===== src/rtl/itr_pkg.sv =====
// Shared types, codes and character constants for the integer to radix ASCII block.
// No dependencies; every other file refers to it by scoped names.
package itr_pkg;

  localparam int VALUE_BITS_DEF = 32;

  localparam logic [2:0] FUNC_LIT = 3'd0;
  localparam logic [2:0] FUNC_DEC = 3'd1;
  localparam logic [2:0] FUNC_HEX = 3'd2;
  localparam logic [2:0] FUNC_BIN = 3'd3;
  localparam logic [2:0] FUNC_CHR = 3'd4;

  localparam logic [7:0] CHAR_ZERO     = 8'h30;
  localparam logic [7:0] CHAR_NINE     = 8'h39;
  localparam logic [7:0] CHAR_LA       = 8'h61;
  localparam logic [7:0] CHAR_LF       = 8'h66;
  localparam logic [7:0] CHAR_MINUS    = 8'h2d;
  localparam logic [7:0] CHAR_X        = 8'h78;
  localparam logic [7:0] CHAR_B        = 8'h62;
  localparam logic [7:0] HEX_ALPHA_OFS = 8'd39;

  typedef enum logic [1:0] {
    KIND_CHR,
    KIND_DEC,
    KIND_HEX,
    KIND_BIN
  } itr_kind_t;

  typedef struct packed {
    itr_kind_t kind;
    logic      neg;
  } itr_cmd_t;

  function automatic logic [7:0] digit_char(input logic [3:0] d);
    logic [7:0] c;
    c = CHAR_ZERO + {4'd0, d};
    if (d > 4'd9) begin
      c = c + HEX_ALPHA_OFS;
    end
    return c;
  endfunction

endpackage


===== src/rtl/itr_if.sv =====
// Valid/ready channel interfaces for directive items and character items.
// Depends on itr_pkg for the default value width.
interface itr_in_if #(
  parameter int VALUE_BITS = itr_pkg::VALUE_BITS_DEF
) ();
  logic                         valid;
  logic                         ready;
  logic [2:0]                   func;
  logic signed [VALUE_BITS-1:0] value;

  modport source(output valid, func, value, input ready);
  modport sink(input valid, func, value, output ready);
endinterface

interface itr_out_if ();
  logic       valid;
  logic       ready;
  logic [7:0] ascii_char;
  logic       last_char;

  modport source(output valid, ascii_char, last_char, input ready);
  modport sink(input valid, ascii_char, last_char, output ready);
endinterface


===== src/rtl/integer_to_radix_ascii.sv =====
// Top level of the integer to radix ASCII converter: front end, queue, back end.
// Depends on itr_pkg, itr_if, itr_front, itr_queue and itr_back.
//
//   channel   dir  handshake     payload
//   in_item   in   valid/ready   func[2:0], value[VALUE_BITS-1:0] signed
//   out_item  out  valid/ready   ascii_char[7:0], last_char
//
// Output runs at one character per cycle while emitting and out_item.ready stays high.
// Per directive the back end first loads it from the queue, then for decimal runs
// shift-add-3 conversion over every input bit, then for numeric directives skips
// the leading zero digits one at a time and leaves the skip step, and then emits
// one character at a time; a char directive is just loaded and emitted.
// While out_item.ready stays low with an item waiting, the back end holds in its emitting states.
// The two-entry queue lets in_item accept up to two directives while the back end is busy.
// Reset is synchronous on rst_n and clears the queue, the back-end state and the output valid.
module integer_to_radix_ascii #(
  parameter int VALUE_BITS = itr_pkg::VALUE_BITS_DEF
) (
  input  logic       clk,
  input  logic       rst_n,
  itr_in_if.sink     in_item,
  itr_out_if.source  out_item
);

  logic                  q_full;
  logic                  q_push;
  itr_pkg::itr_cmd_t     q_push_cmd;
  logic [VALUE_BITS-1:0] q_push_mag;
  logic                  q_pop;
  logic                  q_valid;
  itr_pkg::itr_cmd_t     q_pop_cmd;
  logic [VALUE_BITS-1:0] q_pop_mag;

  itr_front #(.VALUE_BITS(VALUE_BITS)) u_front (
    .in_item (in_item),
    .q_full  (q_full),
    .q_push  (q_push),
    .q_cmd   (q_push_cmd),
    .q_mag   (q_push_mag)
  );

  itr_queue #(.VALUE_BITS(VALUE_BITS)) u_queue (
    .clk       (clk),
    .rst_n     (rst_n),
    .push      (q_push),
    .push_cmd  (q_push_cmd),
    .push_mag  (q_push_mag),
    .full      (q_full),
    .pop       (q_pop),
    .pop_valid (q_valid),
    .pop_cmd   (q_pop_cmd),
    .pop_mag   (q_pop_mag)
  );

  itr_back #(.VALUE_BITS(VALUE_BITS)) u_back (
    .clk      (clk),
    .rst_n    (rst_n),
    .q_valid  (q_valid),
    .q_cmd    (q_pop_cmd),
    .q_mag    (q_pop_mag),
    .q_pop    (q_pop),
    .out_item (out_item)
  );

endmodule


===== src/rtl/itr_front.sv =====
// Front end: accepts directive items, drops unused selectors, forms sign and magnitude.
// Depends on itr_pkg and itr_in_if; feeds itr_queue.
module itr_front #(
  parameter int VALUE_BITS = itr_pkg::VALUE_BITS_DEF
) (
  itr_in_if.sink                  in_item,
  input  logic                    q_full,
  output logic                    q_push,
  output itr_pkg::itr_cmd_t       q_cmd,
  output logic [VALUE_BITS-1:0]   q_mag
);

  logic [VALUE_BITS-1:0] val_u;
  logic                  sel_ok;

  assign in_item.ready = !q_full;
  assign val_u         = VALUE_BITS'(in_item.value);

  always_comb begin
    sel_ok     = 1'b1;
    q_cmd.kind = itr_pkg::KIND_CHR;
    q_cmd.neg  = 1'b0;
    q_mag      = val_u;
    case (in_item.func)
      itr_pkg::FUNC_LIT, itr_pkg::FUNC_CHR: begin
        q_cmd.kind = itr_pkg::KIND_CHR;
      end
      itr_pkg::FUNC_DEC: q_cmd.kind = itr_pkg::KIND_DEC;
      itr_pkg::FUNC_HEX: q_cmd.kind = itr_pkg::KIND_HEX;
      itr_pkg::FUNC_BIN: q_cmd.kind = itr_pkg::KIND_BIN;
      default: sel_ok = 1'b0;
    endcase
    if (q_cmd.kind != itr_pkg::KIND_CHR) begin
      q_cmd.neg = val_u[VALUE_BITS-1];
      if (val_u[VALUE_BITS-1]) begin
        q_mag = ~val_u + VALUE_BITS'(1);
      end
    end
  end

  assign q_push = in_item.valid && !q_full && sel_ok;

endmodule


===== src/rtl/itr_queue.sv =====
// Two-entry queue of classified directives between front and back end.
// Depends on itr_pkg for the command struct.
module itr_queue #(
  parameter int VALUE_BITS = itr_pkg::VALUE_BITS_DEF
) (
  input  logic                  clk,
  input  logic                  rst_n,
  input  logic                  push,
  input  itr_pkg::itr_cmd_t     push_cmd,
  input  logic [VALUE_BITS-1:0] push_mag,
  output logic                  full,
  input  logic                  pop,
  output logic                  pop_valid,
  output itr_pkg::itr_cmd_t     pop_cmd,
  output logic [VALUE_BITS-1:0] pop_mag
);

  itr_pkg::itr_cmd_t     cmd_mem [2];
  logic [VALUE_BITS-1:0] mag_mem [2];
  logic                  wr_ptr_r, wr_ptr_nxt;
  logic                  rd_ptr_r, rd_ptr_nxt;
  logic [1:0]            cnt_r, cnt_nxt;
  logic                  do_push, do_pop;

  assign full      = (cnt_r == 2'd2);
  assign pop_valid = (cnt_r != 2'd0);
  assign do_push   = push && !full;
  assign do_pop    = pop && pop_valid;
  assign pop_cmd   = cmd_mem[rd_ptr_r];
  assign pop_mag   = mag_mem[rd_ptr_r];

  always_comb begin
    wr_ptr_nxt = do_push ? !wr_ptr_r : wr_ptr_r;
    rd_ptr_nxt = do_pop ? !rd_ptr_r : rd_ptr_r;
    cnt_nxt    = cnt_r + {1'b0, do_push} - {1'b0, do_pop};
  end

  always_ff @(posedge clk) begin
    if (!rst_n) begin
      wr_ptr_r <= 1'b0;
      rd_ptr_r <= 1'b0;
      cnt_r    <= 2'd0;
    end else begin
      wr_ptr_r <= wr_ptr_nxt;
      rd_ptr_r <= rd_ptr_nxt;
      cnt_r    <= cnt_nxt;
    end
  end

  always_ff @(posedge clk) begin
    if (do_push) begin
      cmd_mem[wr_ptr_r] <= push_cmd;
      mag_mem[wr_ptr_r] <= push_mag;
    end
  end

endmodule


===== src/rtl/itr_back.sv =====
// Back end: converts one directive to characters and drives the output register.
// Depends on itr_pkg and itr_out_if; fed by itr_queue.
module itr_back #(
  parameter int VALUE_BITS = itr_pkg::VALUE_BITS_DEF
) (
  input  logic                  clk,
  input  logic                  rst_n,
  input  logic                  q_valid,
  input  itr_pkg::itr_cmd_t     q_cmd,
  input  logic [VALUE_BITS-1:0] q_mag,
  output logic                  q_pop,
  itr_out_if.source             out_item
);

  localparam int NDEC = ((VALUE_BITS * 1233) >> 12) + 1;
  localparam int NHEX = (VALUE_BITS + 3) / 4;
  localparam int HW   = 4 * NHEX;
  localparam int SW   = 4 * NDEC;
  localparam int CW   = $clog2(VALUE_BITS + 1);

  localparam logic [2:0] S_IDLE = 3'd0;
  localparam logic [2:0] S_CONV = 3'd1;
  localparam logic [2:0] S_SKIP = 3'd2;
  localparam logic [2:0] S_SIGN = 3'd3;
  localparam logic [2:0] S_PFX0 = 3'd4;
  localparam logic [2:0] S_PFX1 = 3'd5;
  localparam logic [2:0] S_DIG  = 3'd6;
  localparam logic [2:0] S_CHR  = 3'd7;

  logic [2:0]            state_r, state_nxt;
  itr_pkg::itr_kind_t    kind_r, kind_nxt;
  logic                  neg_r, neg_nxt;
  logic [SW-1:0]         sh_r, sh_nxt;
  logic [VALUE_BITS-1:0] bin_r, bin_nxt;
  logic [CW-1:0]         cnt_r, cnt_nxt;
  logic                  out_vld_r, out_vld_nxt;
  logic [7:0]            out_char_r;
  logic                  out_last_r;

  logic                  can_emit;
  logic                  emit;
  logic [7:0]            emit_char;
  logic                  emit_last;
  logic [3:0]            cur_dig;
  logic [SW-1:0]         sh_shift;
  logic [SW-1:0]         adj;

  assign can_emit = !out_vld_r || out_item.ready;
  assign cur_dig  = (kind_r == itr_pkg::KIND_BIN) ? {3'd0, sh_r[SW-1]} : sh_r[SW-1 -: 4];
  assign sh_shift = (kind_r == itr_pkg::KIND_BIN) ? (sh_r << 1) : (sh_r << 4);

  always_comb begin
    for (int i = 0; i < NDEC; i++) begin
      adj[4*i +: 4] = (sh_r[4*i +: 4] >= 4'd5) ? (sh_r[4*i +: 4] + 4'd3) : sh_r[4*i +: 4];
    end
  end

  always_comb begin
    state_nxt = state_r;
    kind_nxt  = kind_r;
    neg_nxt   = neg_r;
    sh_nxt    = sh_r;
    bin_nxt   = bin_r;
    cnt_nxt   = cnt_r;
    q_pop     = 1'b0;
    emit      = 1'b0;
    emit_char = itr_pkg::CHAR_ZERO;
    emit_last = 1'b0;
    case (state_r)
      S_IDLE: begin
        if (q_valid) begin
          q_pop    = 1'b1;
          kind_nxt = q_cmd.kind;
          neg_nxt  = q_cmd.neg;
          case (q_cmd.kind)
            itr_pkg::KIND_CHR: begin
              sh_nxt    = SW'(q_mag);
              state_nxt = S_CHR;
            end
            itr_pkg::KIND_DEC: begin
              sh_nxt    = '0;
              bin_nxt   = q_mag;
              cnt_nxt   = CW'(VALUE_BITS);
              state_nxt = S_CONV;
            end
            itr_pkg::KIND_HEX: begin
              sh_nxt    = SW'(HW'(q_mag)) << (SW - HW);
              cnt_nxt   = CW'(NHEX);
              state_nxt = S_SKIP;
            end
            itr_pkg::KIND_BIN: begin
              sh_nxt    = SW'(q_mag) << (SW - VALUE_BITS);
              cnt_nxt   = CW'(VALUE_BITS);
              state_nxt = S_SKIP;
            end
            default: state_nxt = S_IDLE;
          endcase
        end
      end
      S_CONV: begin
        sh_nxt  = {adj[SW-2:0], bin_r[VALUE_BITS-1]};
        bin_nxt = bin_r << 1;
        cnt_nxt = cnt_r - CW'(1);
        if (cnt_r == CW'(1)) begin
          cnt_nxt   = CW'(NDEC);
          state_nxt = S_SKIP;
        end
      end
      S_SKIP: begin
        if (cnt_r > CW'(1) && cur_dig == 4'd0) begin
          sh_nxt  = sh_shift;
          cnt_nxt = cnt_r - CW'(1);
        end else if (neg_r) begin
          state_nxt = S_SIGN;
        end else if (kind_r == itr_pkg::KIND_DEC) begin
          state_nxt = S_DIG;
        end else begin
          state_nxt = S_PFX0;
        end
      end
      S_SIGN: begin
        if (can_emit) begin
          emit      = 1'b1;
          emit_char = itr_pkg::CHAR_MINUS;
          state_nxt = (kind_r == itr_pkg::KIND_DEC) ? S_DIG : S_PFX0;
        end
      end
      S_PFX0: begin
        if (can_emit) begin
          emit      = 1'b1;
          emit_char = itr_pkg::CHAR_ZERO;
          state_nxt = S_PFX1;
        end
      end
      S_PFX1: begin
        if (can_emit) begin
          emit      = 1'b1;
          emit_char = (kind_r == itr_pkg::KIND_BIN) ? itr_pkg::CHAR_B : itr_pkg::CHAR_X;
          state_nxt = S_DIG;
        end
      end
      S_DIG: begin
        if (can_emit) begin
          emit      = 1'b1;
          emit_char = itr_pkg::digit_char(cur_dig);
          emit_last = (cnt_r == CW'(1));
          sh_nxt    = sh_shift;
          cnt_nxt   = cnt_r - CW'(1);
          if (cnt_r == CW'(1)) begin
            state_nxt = S_IDLE;
          end
        end
      end
      S_CHR: begin
        if (can_emit) begin
          emit      = 1'b1;
          emit_char = sh_r[7:0];
          emit_last = 1'b1;
          state_nxt = S_IDLE;
        end
      end
      default: state_nxt = S_IDLE;
    endcase
  end

  always_comb begin
    out_vld_nxt = out_vld_r;
    if (emit) begin
      out_vld_nxt = 1'b1;
    end else if (out_item.ready) begin
      out_vld_nxt = 1'b0;
    end
  end

  always_ff @(posedge clk) begin
    if (!rst_n) begin
      state_r   <= S_IDLE;
      out_vld_r <= 1'b0;
    end else begin
      state_r   <= state_nxt;
      out_vld_r <= out_vld_nxt;
    end
  end

  always_ff @(posedge clk) begin
    kind_r <= kind_nxt;
    neg_r  <= neg_nxt;
    sh_r   <= sh_nxt;
    bin_r  <= bin_nxt;
    cnt_r  <= cnt_nxt;
    if (emit) begin
      out_char_r <= emit_char;
      out_last_r <= emit_last;
    end
  end

  assign out_item.valid      = out_vld_r;
  assign out_item.ascii_char = out_char_r;
  assign out_item.last_char  = out_last_r;

endmodule


===== src/flat_wrapper.sv =====
// flat-port wrapper written by rule: the top's interface ports become plain ports
module integer_to_radix_ascii_flat 
#(
  parameter int VALUE_BITS = itr_pkg::VALUE_BITS_DEF
)
  (clk, rst_n, in_item_valid, in_item_func, in_item_value, in_item_ready, out_item_valid, out_item_ascii_char, out_item_last_char, out_item_ready);
  itr_in_if #(.VALUE_BITS(VALUE_BITS)) in_item_i ();
  itr_out_if out_item_i ();
  input  logic clk;
  input  logic rst_n;
  input wire logic [$bits(in_item_i.valid)-1:0] in_item_valid;
  input wire logic [$bits(in_item_i.func)-1:0] in_item_func;
  input wire logic [$bits(in_item_i.value)-1:0] in_item_value;
  output wire logic [$bits(in_item_i.ready)-1:0] in_item_ready;
  output wire logic [$bits(out_item_i.valid)-1:0] out_item_valid;
  output wire logic [$bits(out_item_i.ascii_char)-1:0] out_item_ascii_char;
  output wire logic [$bits(out_item_i.last_char)-1:0] out_item_last_char;
  input wire logic [$bits(out_item_i.ready)-1:0] out_item_ready;
  assign in_item_i.valid = in_item_valid;
  assign in_item_i.func = in_item_func;
  assign in_item_i.value = in_item_value;
  assign in_item_ready = in_item_i.ready;
  assign out_item_valid = out_item_i.valid;
  assign out_item_ascii_char = out_item_i.ascii_char;
  assign out_item_last_char = out_item_i.last_char;
  assign out_item_i.ready = out_item_ready;
  integer_to_radix_ascii #(.VALUE_BITS(VALUE_BITS)) u_core (.clk(clk), .rst_n(rst_n), .in_item(in_item_i), .out_item(out_item_i));
endmodule

===== config.mk =====
export PLATFORM = sky130hd
export DESIGN_NAME = integer_to_radix_ascii_flat
export DESIGN_NICKNAME = d
export VERILOG_FILES = /design/src/rtl/itr_pkg.sv /design/src/rtl/itr_if.sv /design/src/rtl/integer_to_radix_ascii.sv /design/src/rtl/itr_front.sv /design/src/rtl/itr_queue.sv /design/src/rtl/itr_back.sv /design/src/flat_wrapper.sv
export SDC_FILE = /design/constraint.sdc
export NUM_CORES = 1
export LEC_CHECK = 0
export ABC_AREA = 1
export CORE_MARGIN = 4
export CORE_UTILIZATION = 50
export CTS_CLUSTER_SIZE = 14
export DETAILED_ROUTE_END_ITERATION = 8
export DONT_BUFFER_PORTS = 1
export GPL_ROUTABILITY_DRIVEN = 0
export MAX_ROUTING_LAYER = met4
export PLACE_DENSITY = 0.75
export SYNTH_ARGS = -nofsm -noshare
export SYNTH_HDL_FRONTEND = slang
export SYNTH_HIERARCHICAL = 1
export SYNTH_SLANG_ARGS = --single-unit

===== constraint.sdc =====
create_clock -name clk -period 5.51 [get_ports clk]
set_input_delay 0.8265 -clock clk [delete_from_list [all_inputs] [get_ports clk]]
set_output_delay 0.8265 -clock clk [all_outputs]
set_load 0.02 [all_outputs]

==> results.sh, run 1 <==
export IMPL_hold_viol=0
export IMPL_remaining_drc_errors=0
export IMPL_synthFlopType="edfxtp_1"
export IMPL_synth_edf_count=160
export IMPL_numCtsBuffers=17
export IMPL_ios=50
export IMPL_path_max_fanout=27
export IMPL_dp_hpwl_mm=16.12
export IMPL_diodes=0
export IMPL_synth_area_mm2=0.01003
export IMPL_netlist_instances=1092
export IMPL_utilization=0.5472
export IMPL_final_cells=1357
export IMPL_dpl_worst_slack_ns=2.596
export IMPL_grt_overflow=0
export IMPL_start_kind="register"
export IMPL_critPathArrivalTime_ns=3.06
export IMPL_vias=7694
export IMPL_layout_commonest_cell="nand2_1"
export IMPL_worstPathRequired_ns=5.60
export IMPL_synth_area_per_cell_um2=9.186
export IMPL_drt_initial_drc_count=1038
export IMPL_core_area_mm2=0.01959
export IMPL_path_class="register to register"
export IMPL_cpMaxStageDelayCell="inv_1"
export IMPL_fp_row_count=51
export IMPL_worst_slew_pin_slew_ns=1.152
export IMPL_relSlewSlack=0.2301
export IMPL_drive_gt1_frac=0.09341
export IMPL_ys_ff_latch=169
export IMPL_routedWlPerCell_um=16.73
export IMPL_clock_sinks=169
export IMPL_ir_drop_mv=0.3028
export IMPL_die_area_mm2=0.02239
export IMPL_ys_seq_area_frac=0.4969
export IMPL_port_buffers=0
export IMPL_post_cts_setup_buffers=0
export IMPL_die_h_um=149.6
export IMPL_antenna_found_initial=0
export IMPL_yosysWarningCount=6
export IMPL_rsz0062_at_grt="no"
export IMPL_hold_worst_slack_ns=0.4915
export IMPL_slew_violations=0
export IMPL_postRouteWirelength_mm=22.70
export IMPL_syn_to_final_growth_pct=6.873
export IMPL_cts_root_buf="clkbuf_16"
export IMPL_crit_path_end_kind="register"
export IMPL_vias_per_cell=5.670
export IMPL_maxCapViolCount=0
export IMPL_final_setup_viol_count=0
export IMPL_die_x_um=149.6
export IMPL_drt_pass1_iter_count=5
export IMPL_clockBufferDepth=2
export IMPL_synthArstFlopShare=0
export IMPL_hp_class="input pin to register"
export IMPL_grt_pass1_wl_mm=37.06
export IMPL_clk_pin_slew_ns=0.07
export IMPL_ant_nets=0
export IMPL_insertion_delay_ns=0.43
export IMPL_syn_nets=1156
export IMPL_initial_utilization=0.5120
export IMPL_fin_worst_skew_ns=0.01051
export IMPL_ctsHtreeMaxLevel=4
export IMPL_layout_common_cells="213 x nand2_1, 164 x inv_1, 160 x edfxtp_1, 86 x nor2_1, 79 x o21ai_0"
export IMPL_period_needed_ns=2.968
export IMPL_grt_pass1_vias=7409
export IMPL_synth_cell_types=51
export IMPL_setup_slack_ns=2.542
export IMPL_path_cells="nand2_1, nand2_1, nand3_1, nor2_1, nand2_1, nand2_1, nand3_1, inv_1, buf_4"
export IMPL_power_density_mw_per_mm2=540.9
export IMPL_fin_setup_tns_ns=0
export IMPL_crit_path_max_incr_delay_ns=0.49
export IMPL_max_freq_ghz=0.3369
export IMPL_status="finished, final reports clean"
export IMPL_cts_hold_buf=0
export IMPL_crit_path_frequent_cell="nand2_1"
export IMPL_cts_tree="built"
export IMPL_nNetsFinal=1143
export IMPL_cts_repair_resized=0
export IMPL_grt_max_degree=80
export IMPL_p_leak_nw=4.409
export IMPL_fin_crit_sh=0.5387
export IMPL_grt_use_total=0.2140
export IMPL_place_inst=1325
-- final timing paths --
| path | startpoint | endpoint | slack [ns] | cells after the start |
|---|---|---|---|---|
| min | in_item_value[0] | u_core/u_queue/mag_mem[0][0] | 0.49 | 0 |
| max | u_core/u_back/kind_r[0] | u_core/u_back/sh_r[27] | 2.54 | 9 |
| max reg2reg | u_core/u_back/kind_r[0] | u_core/u_back/sh_r[27] | 2.54 | 9 |
| min reg2reg | u_core/u_back/bin_r[27] | u_core/u_back/bin_r[28] | 0.52 | 2 |
-- cell families after synthesis --
kind of cell    Yosys count  share of synthesized area
simple gates            410                     0.1761
buf+inv                 209                    0.09218
compound gates          221                     0.1330
xor+xnor                 23                    0.02008
flops                   169                     0.4969
mux                      35                    0.05052
fa+ha+maj                25                    0.03118
-- state kept, by name (all words and copies together) (netlist names), named ones only --
name	cells
u_core/u_back/out_item.last_char	1
u_core/u_queue/wr_ptr_r	1
u_core/u_queue/rd_ptr_r	1
u_core/u_back/out_item.ascii_char	8
u_core/u_queue/cmd_mem	6
u_core/u_back/sh_r	40
u_core/u_queue/cnt_r	2
u_core/u_back/state_r	3
u_core/u_queue/mag_mem	64
u_core/u_back/neg_r	1
u_core/u_back/out_item.valid	1
u_core/u_back/cnt_r	6
u_core/u_back/bin_r	32
u_core/u_back/kind_r	2
-- report_power, final --
group | leakage, nW | internal, W | total [W] | switching [W]
Sequential | 1.58 | 0.00206 | 0.00240 | 0.000336
Combinational | 2.55 | 0.000694 | 0.00224 | 0.00154
Clock | 0.284 | 0.000669 | 0.00117 | 0.000497
-- worst max-delay path: cells and delay by family, from the launching register on --
family	cells	cell delay, ns
AND/OR/NAND/NOR	7	1.28
buffers and inverters	2	0.95
flip-flops	1	0.39
-- Yosys cell counts (10+ instances only) --
master    count  area share
clkbuf_1     10      0.0037
xor2_1       22       0.019
nor2_1       87       0.033
nand2_1     213       0.080
a22oi_1      30       0.022
edfxtp_1    160        0.48
a21oi_1      49       0.024
ha_1         25       0.031
o22ai_1      13      0.0081
mux2_4       30       0.045
nand4_1      13      0.0081
o211ai_1     19       0.014
buf_4        10      0.0075
inv_1       164       0.061
nand3_1      71       0.035
o21ai_0      79       0.039
-- final cells by class --
cell class | count | area, µm²
inverter | 173 | 651.9
fill | 1718 | 8870
clock inverter | 10 | 106.4
sequential | 169 | 4986
multi-input combinational | 714 | 4140
timing repair buffer | 4 | 30.03
clock buffer | 22 | 474.2
tap | 265 | 331.6
-- stage by stage --
| step | instance area (µm²) | power (W) |
|---|---|---|
| detailed placement | 10140 | 0.004584 |
| global placement | 10140 | 0.004519 |
| floorplan | 10030 | 0.004039 |
| finish | 10720 | 0.005798 |
| CTS | 10720 | 0.005767 |
| global route | 10720 | 0.006187 |
-- routing by layer --
metal,vias to the layer above,global-route usage,part of all wire
li1,3717,-,-
met1,3510,0.2900,0.42
met2,420,0.3215,0.45
met3,47,0.04300,0.099
met4,0,0.07826,0.022
met5,-,-,0
Power figures use the tool's default switching activity.
==> inputs of run 2 (changes only) <==
clock period = 2.9 ns   (was 5.51 ns; I/O delays follow)
==> results.sh, run 2 (same netlist as run 1, synthesis figures left out) <==
export IMPL_antenna_found_initial=0
export IMPL_cts_repair_resized=0
export IMPL_min_from="in_item_value[0]"
export IMPL_path_max_fanout=19
export IMPL_die_area_mm2=0.02239
export IMPL_postRouteWirelength_mm=22.79
export IMPL_cts_tree="built"
export IMPL_worst_slew_pin_slew_ns=0.6331
export IMPL_grt_overflow=0
export IMPL_ir_drop_mv=0.5107
export IMPL_place_inst=1330
export IMPL_worstPathRequired_ns=3.06
export IMPL_clock_power_share=0.198
export IMPL_final_cells=1362
export IMPL_critPathArrivalTime_ns=2.53
export IMPL_routedWlPerCell_um=16.73
export IMPL_crit_path_end_kind="register"
export IMPL_swShare=0.4166
export IMPL_relSlewSlack=0.5779
export IMPL_grt_pass1_wl_mm=36.67
export IMPL_fin_setup_tns_ns=0
export IMPL_port_buffers=0
export IMPL_p_leak_nw=4.423
export IMPL_ios=50
export IMPL_maxCapViolCount=0
export IMPL_layout_common_cells="213 x nand2_1, 164 x inv_1, 160 x edfxtp_1, 86 x nor2_1, 79 x o21ai_0"
export IMPL_hold_path_end="u_core/u_queue/mag_mem[0][0]"
export IMPL_n_fill_cell=1740
export IMPL_vias_per_cell=5.678
export IMPL_ant_nets=0
export IMPL_whs_path_depth=0
export IMPL_power_density_mw_per_mm2=1025
export IMPL_grt_pass1_vias=7300
export IMPL_rrSetupSlack_ns=0.52
export IMPL_grt_use_total=0.2120
export IMPL_die_h_um=149.6
export IMPL_slew_violations=0
export IMPL_drive_gt1_frac=0.09936
export IMPL_die_x_um=149.6
export IMPL_drt_pass1_iter_count=9
export IMPL_largest_reg_flops=64
export IMPL_core_area_mm2=0.01959
export IMPL_rsz0062_at_grt="no"
export IMPL_period_needed_ns=2.376
export IMPL_diodes=0
export IMPL_cts_root_buf="clkbuf_16"
export IMPL_layout_commonest_cell="nand2_1"
export IMPL_path_class="register to register"
export IMPL_fin_crit_sh=0.8192
export IMPL_hold_viol=0
export IMPL_rr_endpoint="u_core/u_back/sh_r[28]"
export IMPL_p_switching_w=0.004595
export IMPL_clockBufferDepth=2
export IMPL_ctsHtreeMaxLevel=4
export IMPL_hold_worst_slack_ns=0.09990
export IMPL_final_setup_viol_count=0
export IMPL_dp_hpwl_mm=16.11
export IMPL_grt_max_degree=81
export IMPL_status="finished, final reports clean"
export IMPL_max_freq_ghz=0.4209
export IMPL_nNetsFinal=1148
export IMPL_reg2regPathDepth=6
export IMPL_clk_pin_slew_ns=0.07
export IMPL_numCtsBuffers=17
export IMPL_drt_initial_drc_count=1072
export IMPL_remaining_drc_errors=0
export IMPL_fp_row_count=51
export IMPL_start_kind="register"
export IMPL_syn_to_final_growth_pct=7.297
export IMPL_cts_hold_buf=0
export IMPL_utilization=0.5494
export IMPL_initial_utilization=0.5120
export IMPL_clock_sinks=169
export IMPL_insertion_delay_ns=0.43
export IMPL_post_cts_setup_buffers=0
export IMPL_hp_class="input pin to register"
export IMPL_p_seq_frac=0.411
export IMPL_top_regs="u_core/u_queue/mag_mem (64), u_core/u_back/sh_r (40), u_core/u_back/bin_r (32)"
export IMPL_internal_power_w=0.006435
export IMPL_vias=7733
export IMPL_fin_worst_skew_ns=0.01011
export IMPL_combinationalPowerShare=0.391
export IMPL_regMostFlops="u_core/u_queue/mag_mem"
[run 2: worst max-delay path, stage by stage, from the launching register on]
cell	delay, ns
dfxtp_2	0.34
mux2_2	0.38
inv_1	0.23
nand2_2	0.13
clkinv_1	0.49
a22oi_1	0.36
o221ai_1	0.16
[run 2: per-layer routing]
metal  share of wire  routed length, µm  GRT usage
met1            0.43               9866     0.2873
met2            0.47              10600     0.3317
met3           0.087               1975    0.03755
met4           0.015                341    0.05904
met5               0                  0          -
[run 2: through the flow]
step,total power (W),instance area (µm²),setup slack [ns]
floorplan,0.007666,10040,0.3453
global placement,0.008632,10190,0.6911
detailed placement,0.008790,10190,0.5825
CTS,0.01099,10760,0.5552
global route,0.01176,10760,0.2271
finish,0.01103,10760,0.5243
[run 2: power by group through the flow]
stage                     Sequential (W)  Combinational, W  Clock (W)
after global routing             0.00461           0.00481    0.00233
final                            0.00454           0.00431    0.00218
after floorplan                  0.00435           0.00331          0
after global placement           0.00453           0.00410          0
after detailed placement         0.00456           0.00423          0
after CTS                        0.00452           0.00425    0.00222
[run 2: worst max-delay path by stage]
stage / start / endpoint / slack [ns]
final: register / u_core/u_back/sh_r[28] / 0.52
after global routing: u_core/u_back/state_r[1] / u_core/u_queue/cnt_r[1] / 0.23
after CTS: u_core/u_back/state_r[1] / u_core/u_queue/cnt_r[1] / 0.56
after detailed placement: u_core/u_back/state_r[1] / u_core/u_queue/cnt_r[1] / 0.58
after global placement: u_core/u_back/state_r[1] / u_core/u_queue/cnt_r[1] / 0.69
after floorplan: register / u_core/u_back/bin_r[0] / 0.35
[run 2: cell type report]
| class | count | area [µm²] | share of cell area |
|---|---|---|---|
| clock inverters | 14 | 133.9 | 0.01244 |
| well taps | 265 | 331.6 | 0.03081 |
| clock buffers | 18 | 439.2 | 0.04080 |
| multi-input cells | 714 | 4140 | 0.3847 |
| repair buffers | 9 | 80.08 | 0.007440 |
| flip-flops and latches | 169 | 4986 | 0.4633 |
| inverters | 173 | 651.9 | 0.06057 |
==> inputs of run 3 (changes only) <==
PLACE_DENSITY = 0.78   (was 0.75)
clock period = 2.05 ns   (was 2.9 ns; I/O delays follow)
==> results.sh, run 3 (same netlist as run 1, synthesis figures left out) <==
export IMPL_slew_violations=0
export IMPL_regMostFlops="u_core/u_queue/mag_mem"
export IMPL_cts_root_buf="clkbuf_16"
export IMPL_grt_pass1_vias=7588
export IMPL_grt_use_total=0.2208
export IMPL_insertion_delay_ns=0.43
export IMPL_ant_nets=0
export IMPL_antenna_found_initial=0
export IMPL_die_h_um=149.6
export IMPL_period_needed_ns=1.919
export IMPL_syn_to_final_growth_pct=11.55
export IMPL_fp_row_count=51
export IMPL_vias_per_cell=5.658
export IMPL_numCtsBuffers=17
export IMPL_dp_hpwl_mm=16.96
export IMPL_port_buffers=0
export IMPL_worst_slew_pin_slew_ns=0.4720
export IMPL_ctsHtreeMaxLevel=4
export IMPL_maxCapViolCount=0
export IMPL_critPathArrivalTime_ns=2.05
export IMPL_die_area_mm2=0.02239
export IMPL_initial_utilization=0.5120
export IMPL_final_setup_viol_count=0
export IMPL_ios=50
export IMPL_drt_initial_drc_count=784
export IMPL_rsz0062_at_grt="no"
export IMPL_start_kind="register"
export IMPL_cts_tree="built"
export IMPL_utilization=0.5712
export IMPL_power_density_mw_per_mm2=1483
export IMPL_grt_pass1_wl_mm=37.92
export IMPL_largest_reg_flops=64
export IMPL_core_area_mm2=0.01959
export IMPL_grt_max_degree=41
export IMPL_hold_viol=0
export IMPL_clockBufferDepth=2
export IMPL_remaining_drc_errors=0
export IMPL_crit_path_end_kind="register"
export IMPL_drive_gt1_frac=0.1321
export IMPL_postRouteWirelength_mm=23.55
export IMPL_diodes=0
export IMPL_top_regs="u_core/u_queue/mag_mem (64), u_core/u_back/sh_r (40), u_core/u_back/bin_r (32)"
export IMPL_routedWlPerCell_um=16.90
export IMPL_path_class="register to register"
export IMPL_vias=7882
export IMPL_p_leak_nw=4.627
export IMPL_path_max_fanout=28
export IMPL_worstPathRequired_ns=2.18
export IMPL_relSlewSlack=0.6820
export IMPL_grt_overflow=0
export IMPL_status="finished, final reports clean"
export IMPL_layout_common_cells="210 x nand2_1, 162 x inv_1, 160 x edfxtp_1, 82 x nor2_1, 79 x o21ai_0"
export IMPL_drt_pass1_iter_count=5
export IMPL_ir_drop_mv=0.7598
export IMPL_fin_worst_skew_ns=0.008523
export IMPL_power_w=0.01660
export IMPL_die_x_um=149.6
export IMPL_clock_sinks=169
export IMPL_max_freq_ghz=0.5211
export IMPL_hp_class="input pin to register"
export IMPL_nNetsFinal=1179
export IMPL_fin_crit_sh=0.9362
export IMPL_clk_pin_slew_ns=0.07
export IMPL_layout_commonest_cell="nand2_1"
==> run 3: worst max-delay path, cell delays in order, from the launching register on <==
cell and delay, ns:
edfxtp_1 0.39, inv_1 0.06, ha_1 0.22, o211ai_1 0.27
nand2_1 0.09, nand2_1 0.06, nand3_1 0.13, clkinvlp_4 0.16
buf_12 0.20
==> run 3: power by group <==
| group | internal [W] | total (W) | switching, W |
|---|---|---|---|
| registers | 0.00551 | 0.00634 | 0.000831 |
| clock network | 0.00187 | 0.00337 | 0.00150 |
| logic | 0.00248 | 0.00689 | 0.00440 |
| total | 0.00987 | 0.0166 | 0.00673 |
==> run 3: area by class of cell <==
class | count | area (µm²)
Fill cell | 1638 | 8401
Sequential cell | 169 | 4989
Multi-Input combinational cell | 714 | 4175
Inverter | 173 | 659.4
Clock buffer | 17 | 425.4
Timing Repair Buffer | 40 | 407.9
Tap cell | 265 | 331.6
Clock inverter | 15 | 201.4
==> run 3: final timing paths <==
kind | slack, ns | to | cells after the start | start
max | 0.13 | u_core/u_back/sh_r[32] | 8 | u_core/u_back/cnt_r[0]
min | 0.07 | u_core/u_queue/cmd_mem[0][2] | 1 | in_item_func[2]
max reg2reg | 0.13 | u_core/u_back/sh_r[32] | 8 | u_core/u_back/cnt_r[0]
min reg2reg | 0.50 | u_core/u_queue/rd_ptr_r | 2 | u_core/u_queue/rd_ptr_r
==> run 3: through the flow <==
stage | area (µm²) | hold slack, ns | std cells | setup TNS [ns] | worst slack (ns)
final | 11190 | 0.07053 | 1393 | 0 | 0.1308
after CTS | 11170 | 0.05655 | 1392 | 0 | 0.09764
after global routing | 11190 | 0.04961 | 1393 | 0 | 0.01841
after detailed placement | 10510 | 0.4068 | 1357 | 0 | 0.1108
after floorplan | 10090 | 0.4010 | 1092 | -0.1761 | -0.005505
after global placement | 10510 | 0.4032 | 1357 | 0 | 0.1693
==> run 3: layer usage <==
| metal | vias to the layer above | wire length (µm) | track usage |
|---|---|---|---|
| met3 | 57 | 2026 | 0.04058 |
| met2 | 369 | 11050 | 0.3475 |
| li1 | 3794 | - | - |
| met5 | - | 0 | - |
| met1 | 3662 | 9732 | 0.2869 |
| met4 | 0 | 735 | 0.08375 |
==> run 3: what timing repair did <==
| item | in CTS | in global routing |
|---|---|---|
| hold buffers | 3 | 0 |
| gates resized for setup | 0 | 6 |
| setup endpoints to repair | 0 | 30 |
| buffers inserted | 0 | 1 |
| hold endpoints to repair | 8 | 0 |
